===== src/sv/tbhfd_pkg.sv =====
// Shared constants, register indexes and sizes of the two-byte-header frame deframer.
package tbhfd_pkg;

  localparam int MAX_PAYLOAD = 31;
  localparam int CNT_W  = $clog2(MAX_PAYLOAD + 1);
  localparam int ADDR_W = (MAX_PAYLOAD > 1) ? $clog2(MAX_PAYLOAD) : 1;

  localparam int BYTE_W = 8;
  localparam int CFG_IDX_W = 2;

  localparam logic [CFG_IDX_W-1:0] REG_FIRST_HEADER  = 2'd0;
  localparam logic [CFG_IDX_W-1:0] REG_SECOND_HEADER = 2'd1;
  localparam logic [CFG_IDX_W-1:0] REG_TAIL_BYTE     = 2'd2;

  localparam logic [BYTE_W-1:0] FIRST_HEADER_RST  = 8'd35;  // '#'
  localparam logic [BYTE_W-1:0] SECOND_HEADER_RST = 8'd64;  // '@'
  localparam logic [BYTE_W-1:0] TAIL_BYTE_RST     = 8'd42;  // '*'

endpackage


===== src/sv/tbhfd_ram.sv =====
// Generic single-port-write, single-port-read RAM with a registered read.
module tbhfd_ram #(
  parameter int WIDTH = 8,
  parameter int DEPTH = 31,
  localparam int AW = (DEPTH > 1) ? $clog2(DEPTH) : 1
) (
  input  logic             clk,
  input  logic             we,
  input  logic [AW-1:0]    waddr,
  input  logic [WIDTH-1:0] wdata,
  input  logic             re,
  input  logic [AW-1:0]    raddr,
  output logic [WIDTH-1:0] rdata
);

  logic [WIDTH-1:0] mem [DEPTH];

  always_ff @(posedge clk) begin
    if (we) begin
      mem[waddr] <= wdata;
    end
    if (re) begin
      rdata <= mem[raddr];
    end
  end

endmodule


===== src/sv/two_byte_header_frame_deframer_top.sv =====
// Top level of the two-byte-header frame deframer: header hunt, payload store and replay.
//
//   channel  dir  handshake            payload
//   in_      in   in_tvalid/in_tready   in_tdata = rx_byte
//   out_     out  out_tvalid/out_tready out_tdata = payload_byte, out_tlast, out_tuser
//   cfg_     in   cfg_valid/cfg_ready   cfg_index, cfg_data
//
// While hunting or collecting, one byte is taken per cycle whenever the output register
// is free. A tail byte closing a frame of n stored bytes starts a replay of n results
// through the single read port of the payload RAM; input is held off until the last result
// is in the output register. An empty frame gives its one result in the cycle after the tail.
// Reset is synchronous: the header and tail registers return to '#', '@', '*'; the RAM is not cleared.
module two_byte_header_frame_deframer_top (
  input  logic                                clk,
  input  logic                                rst_n,
  input  logic                                in_tvalid,
  output logic                                in_tready,
  input  logic [tbhfd_pkg::BYTE_W-1:0]        in_tdata,    // [7:0] rx_byte
  output logic                                out_tvalid,
  input  logic                                out_tready,
  output logic [tbhfd_pkg::BYTE_W-1:0]        out_tdata,   // [7:0] payload_byte
  output logic                                out_tlast,
  output logic                                out_tuser,   // [0] empty_frame
  input  logic                                cfg_valid,
  output logic                                cfg_ready,
  input  logic [tbhfd_pkg::CFG_IDX_W-1:0]     cfg_index,
  input  logic [tbhfd_pkg::BYTE_W-1:0]        cfg_data
);

  typedef enum logic [1:0] {
    ST_HEAD1,
    ST_HEAD2,
    ST_DATA,
    ST_REPLAY
  } state_t;

  state_t state_r, state_nxt;

  logic [tbhfd_pkg::BYTE_W-1:0] first_hdr_r, second_hdr_r, tail_r;
  logic [tbhfd_pkg::CNT_W-1:0]  cnt_r, cnt_nxt;
  logic [tbhfd_pkg::CNT_W-1:0]  rd_idx_r, rd_idx_nxt;
  logic                         pend_r, pend_nxt;
  logic                         pend_last_r, pend_last_nxt;

  logic                         out_valid_r, out_valid_nxt;
  logic [tbhfd_pkg::BYTE_W-1:0] out_data_r, out_data_nxt;
  logic                         out_last_r, out_last_nxt;
  logic                         out_empty_r, out_empty_nxt;

  logic                         out_free;
  logic                         in_fire;
  logic                         ram_we, ram_re;
  logic [tbhfd_pkg::ADDR_W-1:0] ram_waddr, ram_raddr;
  logic [tbhfd_pkg::BYTE_W-1:0] ram_rdata;

  tbhfd_ram #(
    .WIDTH (tbhfd_pkg::BYTE_W),
    .DEPTH (tbhfd_pkg::MAX_PAYLOAD)
  ) u_store (
    .clk   (clk),
    .we    (ram_we),
    .waddr (ram_waddr),
    .wdata (in_tdata),
    .re    (ram_re),
    .raddr (ram_raddr),
    .rdata (ram_rdata)
  );

  assign cfg_ready  = 1'b1;
  assign out_free   = !out_valid_r || out_tready;
  assign in_tready  = (state_r != ST_REPLAY) && out_free;
  assign in_fire    = in_tvalid && in_tready;
  assign ram_waddr  = cnt_r[tbhfd_pkg::ADDR_W-1:0];
  assign ram_raddr  = rd_idx_r[tbhfd_pkg::ADDR_W-1:0];

  assign out_tvalid = out_valid_r;
  assign out_tdata  = out_data_r;
  assign out_tlast  = out_last_r;
  assign out_tuser  = out_empty_r;

  always_comb begin
    state_nxt     = state_r;
    cnt_nxt       = cnt_r;
    rd_idx_nxt    = rd_idx_r;
    pend_nxt      = pend_r;
    pend_last_nxt = pend_last_r;
    out_valid_nxt = out_valid_r && !out_tready;
    out_data_nxt  = out_data_r;
    out_last_nxt  = out_last_r;
    out_empty_nxt = out_empty_r;
    ram_we        = 1'b0;
    ram_re        = 1'b0;

    case (state_r)
      ST_HEAD2: begin
        if (in_fire) begin
          if (in_tdata == second_hdr_r) begin
            cnt_nxt   = '0;
            state_nxt = ST_DATA;
          end else if (in_tdata == first_hdr_r) begin
            state_nxt = ST_HEAD2;
          end else begin
            state_nxt = ST_HEAD1;
          end
        end
      end
      ST_DATA: begin
        if (in_fire) begin
          if (in_tdata == tail_r) begin
            if (cnt_r == '0) begin
              out_valid_nxt = 1'b1;
              out_data_nxt  = '0;
              out_last_nxt  = 1'b1;
              out_empty_nxt = 1'b1;
              state_nxt     = ST_HEAD1;
            end else begin
              rd_idx_nxt = '0;
              pend_nxt   = 1'b0;
              state_nxt  = ST_REPLAY;
            end
          end else if (cnt_r < tbhfd_pkg::CNT_W'(tbhfd_pkg::MAX_PAYLOAD)) begin
            ram_we  = 1'b1;
            cnt_nxt = tbhfd_pkg::CNT_W'(cnt_r + 1'b1);
          end else begin
            // overrun: drop the frame and hunt again
            cnt_nxt   = '0;
            state_nxt = ST_HEAD1;
          end
        end
      end
      ST_REPLAY: begin
        // move the read word into the output register once it is free
        if (pend_r && out_free) begin
          out_valid_nxt = 1'b1;
          out_data_nxt  = ram_rdata;
          out_last_nxt  = pend_last_r;
          out_empty_nxt = 1'b0;
          pend_nxt      = 1'b0;
          if (pend_last_r) begin
            cnt_nxt   = '0;
            state_nxt = ST_HEAD1;
          end
        end
        if ((rd_idx_r < cnt_r) && (!pend_r || out_free)) begin
          ram_re        = 1'b1;
          rd_idx_nxt    = tbhfd_pkg::CNT_W'(rd_idx_r + 1'b1);
          pend_nxt      = 1'b1;
          pend_last_nxt = (tbhfd_pkg::CNT_W'(rd_idx_r + 1'b1) == cnt_r);
        end
      end
      default: begin
        if (in_fire) begin
          state_nxt = (in_tdata == first_hdr_r) ? ST_HEAD2 : ST_HEAD1;
        end
      end
    endcase
  end

  always_ff @(posedge clk) begin
    if (!rst_n) begin
      state_r      <= ST_HEAD1;
      cnt_r        <= '0;
      rd_idx_r     <= '0;
      pend_r       <= 1'b0;
      pend_last_r  <= 1'b0;
      out_valid_r  <= 1'b0;
      first_hdr_r  <= tbhfd_pkg::FIRST_HEADER_RST;
      second_hdr_r <= tbhfd_pkg::SECOND_HEADER_RST;
      tail_r       <= tbhfd_pkg::TAIL_BYTE_RST;
    end else begin
      state_r     <= state_nxt;
      cnt_r       <= cnt_nxt;
      rd_idx_r    <= rd_idx_nxt;
      pend_r      <= pend_nxt;
      pend_last_r <= pend_last_nxt;
      out_valid_r <= out_valid_nxt;
      if (cfg_valid && cfg_ready) begin
        case (cfg_index)
          tbhfd_pkg::REG_FIRST_HEADER:  first_hdr_r  <= cfg_data;
          tbhfd_pkg::REG_SECOND_HEADER: second_hdr_r <= cfg_data;
          tbhfd_pkg::REG_TAIL_BYTE:     tail_r       <= cfg_data;
          default: ;
        endcase
      end
    end
    out_data_r  <= out_data_nxt;
    out_last_r  <= out_last_nxt;
    out_empty_r <= out_empty_nxt;
  end

`ifndef NO_ASSERTIONS
  a_no_input_in_replay: assert property (@(posedge clk) disable iff (!rst_n)
    state_r == ST_REPLAY |-> !in_tready)
    else $error("input taken during replay");

  a_count_bounded: assert property (@(posedge clk) disable iff (!rst_n)
    cnt_r <= tbhfd_pkg::CNT_W'(tbhfd_pkg::MAX_PAYLOAD))
    else $error("payload count beyond limit");

  a_pend_only_in_replay: assert property (@(posedge clk) disable iff (!rst_n)
    pend_r |-> state_r == ST_REPLAY)
    else $error("read pending outside replay");

  a_ram_port_exclusive: assert property (@(posedge clk) disable iff (!rst_n)
    !(ram_we && ram_re))
    else $error("store written and read in one cycle");

  a_empty_result_form: assert property (@(posedge clk) disable iff (!rst_n)
    (out_valid_r && out_empty_r) |-> (out_last_r && out_data_r == '0))
    else $error("malformed empty-frame result");
`endif

endmodule

===== config.mk =====
export PLATFORM = sky130hd
export DESIGN_NAME = two_byte_header_frame_deframer_top
export DESIGN_NICKNAME = d
export VERILOG_FILES = /design/src/sv/tbhfd_pkg.sv /design/src/sv/tbhfd_ram.sv /design/src/sv/two_byte_header_frame_deframer_top.sv
export SDC_FILE = /design/constraint.sdc
export NUM_CORES = 1
export LEC_CHECK = 0
export ABC_AREA = 1
export BUFFER_PORTS_ARGS = -buffer_cell sky130_fd_sc_hd__buf_2
export CAP_MARGIN = 20
export CORE_MARGIN = 4
export CORE_UTILIZATION = 35
export DETAILED_ROUTE_END_ITERATION = 16
export SYNTH_ARGS = -nofsm -noshare
export SYNTH_HDL_FRONTEND = slang
export SYNTH_SLANG_ARGS = --single-unit

===== constraint.sdc =====
create_clock -name clk -period 2.6 [get_ports clk]
set_clock_uncertainty 0.15 [all_clocks]
set_input_delay 0.26 -clock clk [delete_from_list [all_inputs] [get_ports clk]]
set_output_delay 0.26 -clock clk [all_outputs]
set_load 0.01 [all_outputs]

==> flow_metrics.env, run 1 <==
export IMPL_drt_first_pass_iters=5
export IMPL_clkSinkCount=305
export IMPL_vias=8644
export IMPL_post_route_min_period_ns=2.37
export IMPL_cp_end_kind="flip-flop"
export IMPL_cts_tree="built"
export IMPL_synth_cell_types=37
export IMPL_synth_edf_count=266
export IMPL_clkTransAtPathRegs_ns=0.06
export IMPL_worst_endpoint_arrival_ns=2.40
export IMPL_synthCells=1138
export IMPL_cp_required_ns=2.63
export IMPL_switching_share=0.210
export IMPL_intPower_mw=7.87
export IMPL_post_route_period_util=0.912
export IMPL_p_seq_frac=0.537
export IMPL_diodes=0
export IMPL_fin_area_um2=14800
export IMPL_yosys_most_used_dff="edfxtp_1"
export IMPL_grt_first_pass_wirelength_um=49300
export IMPL_p_sw_mw=2.09
export IMPL_finalPower_mw=9.96
export IMPL_fmax_ghz=0.422
export IMPL_synth_nets=1171
export IMPL_slew_violations=0
export IMPL_hold_class="input pin to flip-flop"
export IMPL_dpl_cell_area_um2=13700
export IMPL_nNetsFinal=1235
export IMPL_die_height_um=200
export IMPL_antenna_found_initial=2
export IMPL_grtUsageTotal=0.158
export IMPL_first_global_vias=8593
export IMPL_synth_ff_latch_count=305
export IMPL_syn_area_um2=12800
export IMPL_yosys_area_top_type="edfxtp_1"
export IMPL_ys_top_cells_by_count="266 x edfxtp_1, 188 x nand2_1, 185 x nor2_1, 104 x o21ai_0, 81 x nand3_1"
export IMPL_hpwl_um=20700
export IMPL_cts_buffer_depth=3
export IMPL_leakage_nw=5.25
export IMPL_start_kind="flip-flop"
export IMPL_synthArstFlopShare=0
export IMPL_rsz0062_at_grt="false"
export IMPL_drt_iter0_drc=698
export IMPL_cts_setup_buffers=0
export IMPL_critPathMaxFanout=8
export IMPL_power_density_nw_per_um2=671
export IMPL_syn_avg_cell_area_um2=11.3
export IMPL_worstSetupPathType="flip-flop to flip-flop"
export IMPL_io_buffer_count=34
export IMPL_ys_warn_count=0
export IMPL_tightest_slew_ns=0.919
export IMPL_grt_overflow=0
export IMPL_slew_headroom=0.385
export IMPL_gp_congestion=0.858
export IMPL_die_w_um=200
export IMPL_setup_tns_final_ns=0
export IMPL_hold_viol=0
export IMPL_pwr_share_comb=0.029
export IMPL_std_cell_rows=69
export IMPL_numCtsBuffers=31
export IMPL_synth_most_common_cell="edfxtp_1"
export IMPL_core_area_um2=35900
export IMPL_via_per_inst=5.12
export IMPL_nFillCells=3363
export IMPL_pwr_share_clk=0.434
export IMPL_yosysSeqAreaShare=0.682
export IMPL_grt_max_degree=116
export IMPL_ir_worst_vdd_v=0.000514
export IMPL_synth_top_area_frac=0.622
export IMPL_drive_gt1_frac=0.122
export IMPL_area_delta_synth_final_pct=15.5
export IMPL_status="complete, no violations"
export IMPL_io_pins=36
export IMPL_setup_viol=0
export IMPL_maxCapViolCount=0
export IMPL_clkLatencyLatePin_ns=0.57
export IMPL_root_buffer="clkbuf_16"
export IMPL_ant_nets=0
export IMPL_start_util=0.358
export IMPL_synth_area_leaders="edfxtp_1 62%, dfxtp_1 6.1%, nand2_1 5.5%"
export IMPL_wire_per_inst_um=18.8
export IMPL_h_tree_depth=1
export IMPL_drt_drc_violations_left=0
export IMPL_wl_um=31800
export IMPL_dieArea_um2=39800
[per-layer routing]
layer,GRT usage,share of wire
met4,0.0420,0.024
met2,0.256,0.47
met3,0.0298,0.070
met1,0.220,0.43
met5,0,0.00085
[worst max-delay path: stages, from the launching register on]
cell and delay (ns):
dfxtp_1 0.32, xnor2_1 0.12, nand2_1 0.11, nor2_1 0.08, nand2_1 0.10, nand2_2 0.10
nor2_8 0.18, nand2_4 0.12, nor2_1 0.72
[metrics by stage]
step	utilization	std cells	hold WS, ns	setup WS, ns
CTS	0.413	1688	0.0176	0.218
detailed placement	0.381	1615	0.319	0.0927
finish	0.413	1688	0.0344	0.230
global route	0.413	1688	0.0545	0.0716
floorplan	-	1138	0.209	0.508
global placement	0.381	1615	0.307	0.154
[state kept, by name, indices dropped and copies added (netlist names), 5 cells and up]
signal,cells
u_store.mem,248
u_store.rdata,8
tail_r,8
cnt_r,5
ram_raddr,5
first_hdr_r,8
second_hdr_r,8
out_tdata,8
[power by group through the flow]
stage	combinational (mW)	sequential, mW	clock [mW]
floorplan	0.120	5.45	0
global placement	0.273	5.45	0
detailed placement	0.276	5.45	0
CTS	0.293	5.35	4.40
global route	0.323	5.35	4.59
finish	0.289	5.35	4.32
[repair_timing]
action	4_1_cts	5_1_grt
hold endpoints to repair	34	0
resized for setup	0	0
endpoints found under the setup margin	0	0
hold buffers	15	0
[cells in the final DEF (no fill, tap or decap), drive strengths merged, types with 33 or more instances in the layout]
cell type | synthesis | layout
nand2 | 195 | 195
nor2 | 189 | 189
a21oi | 33 | 33
o21ai | 107 | 107
inv | 57 | 57
nand3 | 84 | 84
dfxtp | 39 | 39
clkbuf | 28 | 35
edfxtp | 266 | 266
buf | 28 | 72
[kinds of logic after synthesis]
logic type                 count (synthesis)  share of synthesized area
DFF                                      305                      0.682
other                                      1                   0.000292
buffers and inverters                    115                     0.0385
xor gates and xnor gates                  26                     0.0177
AOI/OAI and AO/OA                        204                     0.0947
and+or+nand+nor                          477                      0.157
adders and majority gates                 10                    0.00974
[cell type report]
class / count / area, µm² / area share
clock buffer: 35 / 811 / 0.0547
inverter: 59 / 223 / 0.0150
tap: 461 / 577 / 0.0389
timing repair buffer: 87 / 681 / 0.0459
clock inverter: 23 / 185 / 0.0125
sequential: 305 / 8770 / 0.591
multi-input combinational: 718 / 3590 / 0.242
[path summary, 6_finish.rpt]
| path | startpoint | end | slack, ns | cells after the start |
|---|---|---|---|---|
| worst min register to register | second_hdr_r[0]$_SDFFE_PN0P_ | second_hdr_r[0]$_SDFFE_PN0P_ | 0.33 | 2 |
| worst min-delay path | cfg_index[0] | first_hdr_r[1]$_SDFFE_PN1P_ | 0.03 | 5 |
| worst max register to register | tail_r[3]$_SDFFE_PN1P_ | u_store.mem[23][4]$_DFFE_PP_ | 0.23 | 8 |
| worst max-delay path | tail_r[3]$_SDFFE_PN1P_ | u_store.mem[23][4]$_DFFE_PP_ | 0.23 | 8 |
Note: power is estimated with default switching activity, not from simulation.
==> run 2: changes to the inputs <==
- ABC_AREA: 1 -> default
- CTS_CLUSTER_SIZE: default -> 12
==> flow_metrics.env, run 2 <==
export IMPL_synth_area_leaders="edfxtp_1 64%, mux4_2 13%, dfxtp_1 6.3%"
export IMPL_synth_edf_count=266
export IMPL_cp_end_kind="flip-flop"
export IMPL_die_w_um=197
export IMPL_yosys_most_used_dff="edfxtp_1"
export IMPL_ys_top_cells_by_count="266 x edfxtp_1, 72 x mux4_2, 52 x nor2_1, 39 x dfxtp_1, 34 x mux2i_1"
export IMPL_synthArstFlopShare=0
export IMPL_slew_violations=0
export IMPL_clkLatencyLatePin_ns=0.51
export IMPL_maxCapViolCount=0
export IMPL_grt_max_degree=34
export IMPL_yosys_area_top_type="edfxtp_1"
export IMPL_root_buffer="clkbuf_16"
export IMPL_grt_first_pass_wirelength_um=43700
export IMPL_synth_cell_types=50
export IMPL_wl_um=28900
export IMPL_cts_buffer_depth=3
export IMPL_post_route_period_util=0.965
export IMPL_final_cells=1269
export IMPL_leakage_nw=4.74
export IMPL_gp_congestion=0.788
export IMPL_largest_reg_flops=248
export IMPL_synth_most_common_cell="edfxtp_1"
export IMPL_post_route_min_period_ns=2.51
export IMPL_diodes=0
export IMPL_first_global_vias=6868
export IMPL_synthCells=699
export IMPL_hold_viol=0
export IMPL_critPathMaxFanout=10
export IMPL_nFillCells=3018
export IMPL_std_cell_rows=68
export IMPL_cp_required_ns=2.65
export IMPL_ant_nets=0
export IMPL_grt_overflow=0
export IMPL_numCtsBuffers=34
export IMPL_area_delta_synth_final_pct=19.5
export IMPL_io_buffer_count=34
export IMPL_clkSinkCount=305
export IMPL_met1_length_um=12800
export IMPL_drt_first_pass_iters=5
export IMPL_highest_layer="met4"
export IMPL_syn_avg_cell_area_um2=17.8
export IMPL_h_tree_depth=2
export IMPL_wire_per_inst_um=22.8
export IMPL_regMostFlops="u_store.mem"
export IMPL_cts_tree="built"
export IMPL_rsz0062_at_grt="false"
export IMPL_seqCellArea_um2=8770
export IMPL_slew_headroom=0.546
export IMPL_synth_top_area_frac=0.641
export IMPL_start_util=0.358
export IMPL_nNetsFinal=827
export IMPL_ir_worst_vdd_v=0.000346
export IMPL_syn_area_um2=12500
export IMPL_io_pins=36
export IMPL_tightest_slew_ns=0.678
export IMPL_worst_endpoint_arrival_ns=2.55
export IMPL_core_area_um2=34800
export IMPL_dieArea_um2=38700
export IMPL_status="complete, no violations"
export IMPL_yosysSeqAreaShare=0.703
export IMPL_ys_warn_count=0
export IMPL_placed_cells=1200
export IMPL_start_kind="flip-flop"
export IMPL_hold_class="input pin to flip-flop"
export IMPL_hpwl_um=19400
export IMPL_multi_input_area_um2=3610
export IMPL_hold_ws_ns=0.0704
export IMPL_setup_viol=0
export IMPL_antenna_found_initial=1
export IMPL_die_height_um=197
export IMPL_worstSetupPathType="flip-flop to flip-flop"
export IMPL_layout_commonest_cell="edfxtp_1"
export IMPL_drt_drc_violations_left=0
export IMPL_grtUsageTotal=0.150
export IMPL_final_cell_mix="266 x edfxtp_1, 72 x mux4_2, 46 x buf_4"
export IMPL_drt_iter0_drc=569
export IMPL_clkTransAtPathRegs_ns=0.06
export IMPL_power_density_nw_per_um2=705
export IMPL_synth_nets=732
export IMPL_synth_ff_latch_count=305
export IMPL_via_per_inst=5.23
export IMPL_met3_length_um=1610
export IMPL_fin_util=0.428
export IMPL_wl_met2_um=13800
export IMPL_fmax_ghz=0.399
export IMPL_drive_gt1_frac=0.306
export IMPL_vias=6634
-- run 2: area by class of cell --
type                            count  share of cell area
Sequential cell                   305               0.589
Inverter                            8             0.00202
Tap cell                          455              0.0382
Timing Repair Buffer               99              0.0514
Clock buffer                       46              0.0629
Clock inverter                     10              0.0134
Multi-Input combinational cell    346               0.243
-- run 2: final timing paths --
check                                   start                     endpoint  slack [ns]  depth (start not counted)
hold reg to reg   first_hdr_r[0]$_SDFFE_PN1P_  first_hdr_r[0]$_SDFFE_PN1P_        0.35                          2
setup reg to reg       tail_r[6]$_SDFFE_PN0P_   out_tdata[3]$_SDFFCE_PN0P_        0.09                          7
setup / recovery       tail_r[6]$_SDFFE_PN0P_   out_tdata[3]$_SDFFCE_PN0P_        0.09                          7
hold / removal                      in_tvalid        out_tvalid$_SDFF_PN0_        0.07                          5
-- run 2: repair_timing --
item	CTS	global route
endpoints found under the setup margin	258	107
resized for setup	28	13
endpoints found under the hold margin	25	0
pin swaps	0	1
buffers inserted	0	0
hold buffers	13	0
-- run 2: critical path: stages, from the launching register on --
cell and delay, ns:
dfxtp_1 0.50, xnor2_2 0.19, nand4_1 0.29, buf_4 0.27, o41ai_1 0.38, nand2_1 0.12, nor2_1 0.09, buf_4 0.20
-- run 2: through the flow --
stage	cell area [µm²]	setup TNS, ns	setup slack [ns]	power [mW]
finish	14900	0	0.0921	10.5
global route	14900	0	0.000790	10.8
CTS	14800	-2.06	-0.0940	10.6
detailed placement	13500	-30.93	-0.266	5.67
global placement	13500	-30.31	-0.217	5.67
floorplan	12500	0	0.204	5.52
-- run 2: logic make-up (layout without fill, tap and decap cells) --
group                      after synthesis  count (layout)  share of synthesized area
buffers and inverters                   48             163                     0.0175
and+or+nand+nor                        137             137                     0.0526
other                                    1               1                   0.000301
DFF                                    305             305                      0.703
xor gates and xnor gates                30              30                     0.0222
AOI/OAI and AO/OA                       54              54                     0.0294
muxes                                  114             114                      0.165
adders and majority gates               10              10                     0.0100
-- run 2: report_power, final --
| part | leakage (nW) | switching [mW] | internal (mW) |
|---|---|---|---|
| clock network | 0.550 | 1.81 | 3.11 |
| registers | 2.68 | 0.0139 | 5.32 |
| logic | 1.50 | 0.158 | 0.0850 |
| total | 4.74 | 1.98 | 8.52 |
-- run 2: per-layer routing --
metal | vias to the layer above | track usage
li1 | 2980 | -
met1 | 3404 | 0.209
met2 | 195 | 0.240
met3 | 55 | 0.0289
met4 | 0 | 0.0449
met5 | - | 0
==> run 3: changes to the inputs <==
- CORE_MARGIN: 4 -> default
- PLACE_DENSITY: default -> 0.59
==> flow_metrics.env, run 3 (same netlist as run 2, synthesis figures left out) <==
export IMPL_rsz0062_at_grt="true"
export IMPL_intPower_mw=8.03
export IMPL_largest_reg_flops=248
export IMPL_dieArea_um2=36400
export IMPL_via_per_inst=5.21
export IMPL_slew_violations=0
export IMPL_clkTransAtPathRegs_ns=0.06
export IMPL_final_cells=1270
export IMPL_area_delta_synth_final_pct=18.1
export IMPL_first_global_vias=6756
export IMPL_nNetsFinal=832
export IMPL_status="complete, no violations"
export IMPL_layout_commonest_cell="edfxtp_1"
export IMPL_post_route_period_util=0.967
export IMPL_antenna_found_initial=1
export IMPL_clkLatencyLatePin_ns=0.50
export IMPL_std_cell_rows=68
export IMPL_root_buffer="clkbuf_16"
export IMPL_fin_util=0.423
export IMPL_fmax_ghz=0.398
export IMPL_drt_drc_violations_left=0
export IMPL_numCtsBuffers=34
export IMPL_pwr_share_clk=0.442
export IMPL_cp_common_cell="mux4_2"
export IMPL_grt_first_pass_wirelength_um=42700
export IMPL_clkSinkCount=305
export IMPL_cp_end_kind="flip-flop"
export IMPL_p_sw_mw=1.96
export IMPL_die_height_um=191
export IMPL_power_density_nw_per_um2=679
export IMPL_gp_congestion=0.780
export IMPL_setup_viol=0
export IMPL_cts_buffer_depth=3
export IMPL_seqCellArea_um2=8770
export IMPL_placed_cells=1201
export IMPL_final_cell_mix="266 x edfxtp_1, 72 x mux4_2, 48 x buf_4"
export IMPL_drt_first_pass_iters=5
export IMPL_ant_nets=0
export IMPL_wl_um=28100
export IMPL_start_kind="flip-flop"
export IMPL_tightest_slew_ns=0.972
export IMPL_hpwl_um=18400
export IMPL_wire_per_inst_um=22.1
export IMPL_hold_class="input pin to flip-flop"
export IMPL_pwr_share_comb=0.024
export IMPL_io_buffer_count=34
export IMPL_drt_iter0_drc=585
export IMPL_setup_tns_final_ns=0
export IMPL_core_area_um2=34800
export IMPL_worst_endpoint_arrival_ns=2.61
export IMPL_path_cells="buf_4 -> mux4_2 -> mux4_2 -> mux2_2"
export IMPL_die_w_um=191
export IMPL_crit_buf_inv=1
export IMPL_slew_headroom=0.350
export IMPL_rr_worst_depth=4
export IMPL_maxCapViolCount=0
export IMPL_post_route_min_period_ns=2.52
export IMPL_grt_overflow=0
export IMPL_path_delay_family="multiplexers"
export IMPL_drive_gt1_frac=0.280
export IMPL_vias=6613
export IMPL_multi_input_area_um2=3500
export IMPL_critPathMaxFanout=12
export IMPL_cp_required_ns=2.70
export IMPL_ir_worst_vdd_v=0.000397
export IMPL_nFillCells=3046
export IMPL_start_util=0.358
export IMPL_worst_path_stages=4
export IMPL_holdPathStages=5
export IMPL_grtUsageTotal=0.161
export IMPL_leakage_nw=4.72
export IMPL_p_seq_frac=0.534
export IMPL_diodes=0
export IMPL_h_tree_depth=2
export IMPL_cts_tree="built"
export IMPL_grt_max_degree=36
export IMPL_io_pins=36
export IMPL_hold_viol=0
export IMPL_switching_share=0.196
export IMPL_slowest_stage="mux4_2"
export IMPL_slowest_delay_ns=0.54
export IMPL_regMostFlops="u_store.mem"
export IMPL_worstSetupPathType="flip-flop to flip-flop"
## run 3: cell count changes in the layout (fill, tap and decap cells not counted), sizes merged
cell	delta
clkbuf	-8
clkinv	+6
buf	+5
bufinv	-4
clkinvlp	+2
## run 3: power by group through the flow
stage / sequential (mW) / clock, mW / combinational, mW
floorplan: 5.44 / 0 / 0.0837
global placement: 5.44 / 0 / 0.225
detailed placement: 5.44 / 0 / 0.228
CTS: 5.33 / 4.51 / 0.242
global route: 5.33 / 4.67 / 0.260
finish: 5.34 / 4.42 / 0.236
## run 3: per-layer routing
metal  vias up  track usage  part of all wire
met5         -            0                 0
met4         0       0.0418             0.017
met3        41       0.0278             0.060
met2       206        0.250              0.46
met1      3397        0.234              0.46
li1       2969            -                 -
## run 3: worst min-delay path: cells and delay by family
family          cells  cell delay, ns
simple gates        2            0.18
buf+inv             1            0.13
compound gates      2            0.14
## run 3: final timing paths
| check | endpoint | slack, ns | start |
|---|---|---|---|
| setup reg to reg | u_store.rdata[3]$_DFFE_PP_ | 0.08 | ram_raddr[0]$_SDFFE_PN0P_ |
| hold reg to reg | pend_last_r$_SDFFE_PN0P_ | 0.35 | pend_last_r$_SDFFE_PN0P_ |
| hold / removal | out_tvalid$_SDFF_PN0_ | 0.12 | in_tvalid |
| setup / recovery | u_store.rdata[3]$_DFFE_PP_ | 0.08 | ram_raddr[0]$_SDFFE_PN0P_ |
## run 3: timing repair
action	in CTS	in global routing
setup endpoints to repair	1	40
hold buffers	13	0
pin swaps	0	0
setup buffers	4	0
endpoints found under the hold margin	25	0
gates resized for setup	0	7
## run 3: stage by stage
| stage | total power [mW] | worst slack, ns | area, µm² | hold WS (ns) |
|---|---|---|---|---|
| after floorplan | 5.52 | 0.204 | 12500 | 0.209 |
| after global placement | 5.66 | -0.0351 | 13500 | 0.327 |
| after detailed placement | 5.67 | -0.0551 | 13500 | 0.335 |
| after CTS | 10.1 | 0.0792 | 14700 | 0.105 |
| after global routing | 10.3 | -0.00496 | 14700 | 0.136 |
| final | 9.99 | 0.0849 | 14700 | 0.123 |
## run 3: cell type report
cell class / instances / share of cell area
Sequential cell: 305 / 0.596
Multi-Input combinational cell: 346 / 0.238
Clock buffer: 38 / 0.0603
Timing Repair Buffer: 104 / 0.0571
Tap cell: 455 / 0.0387
Clock inverter: 14 / 0.00833
Inverter: 8 / 0.00204
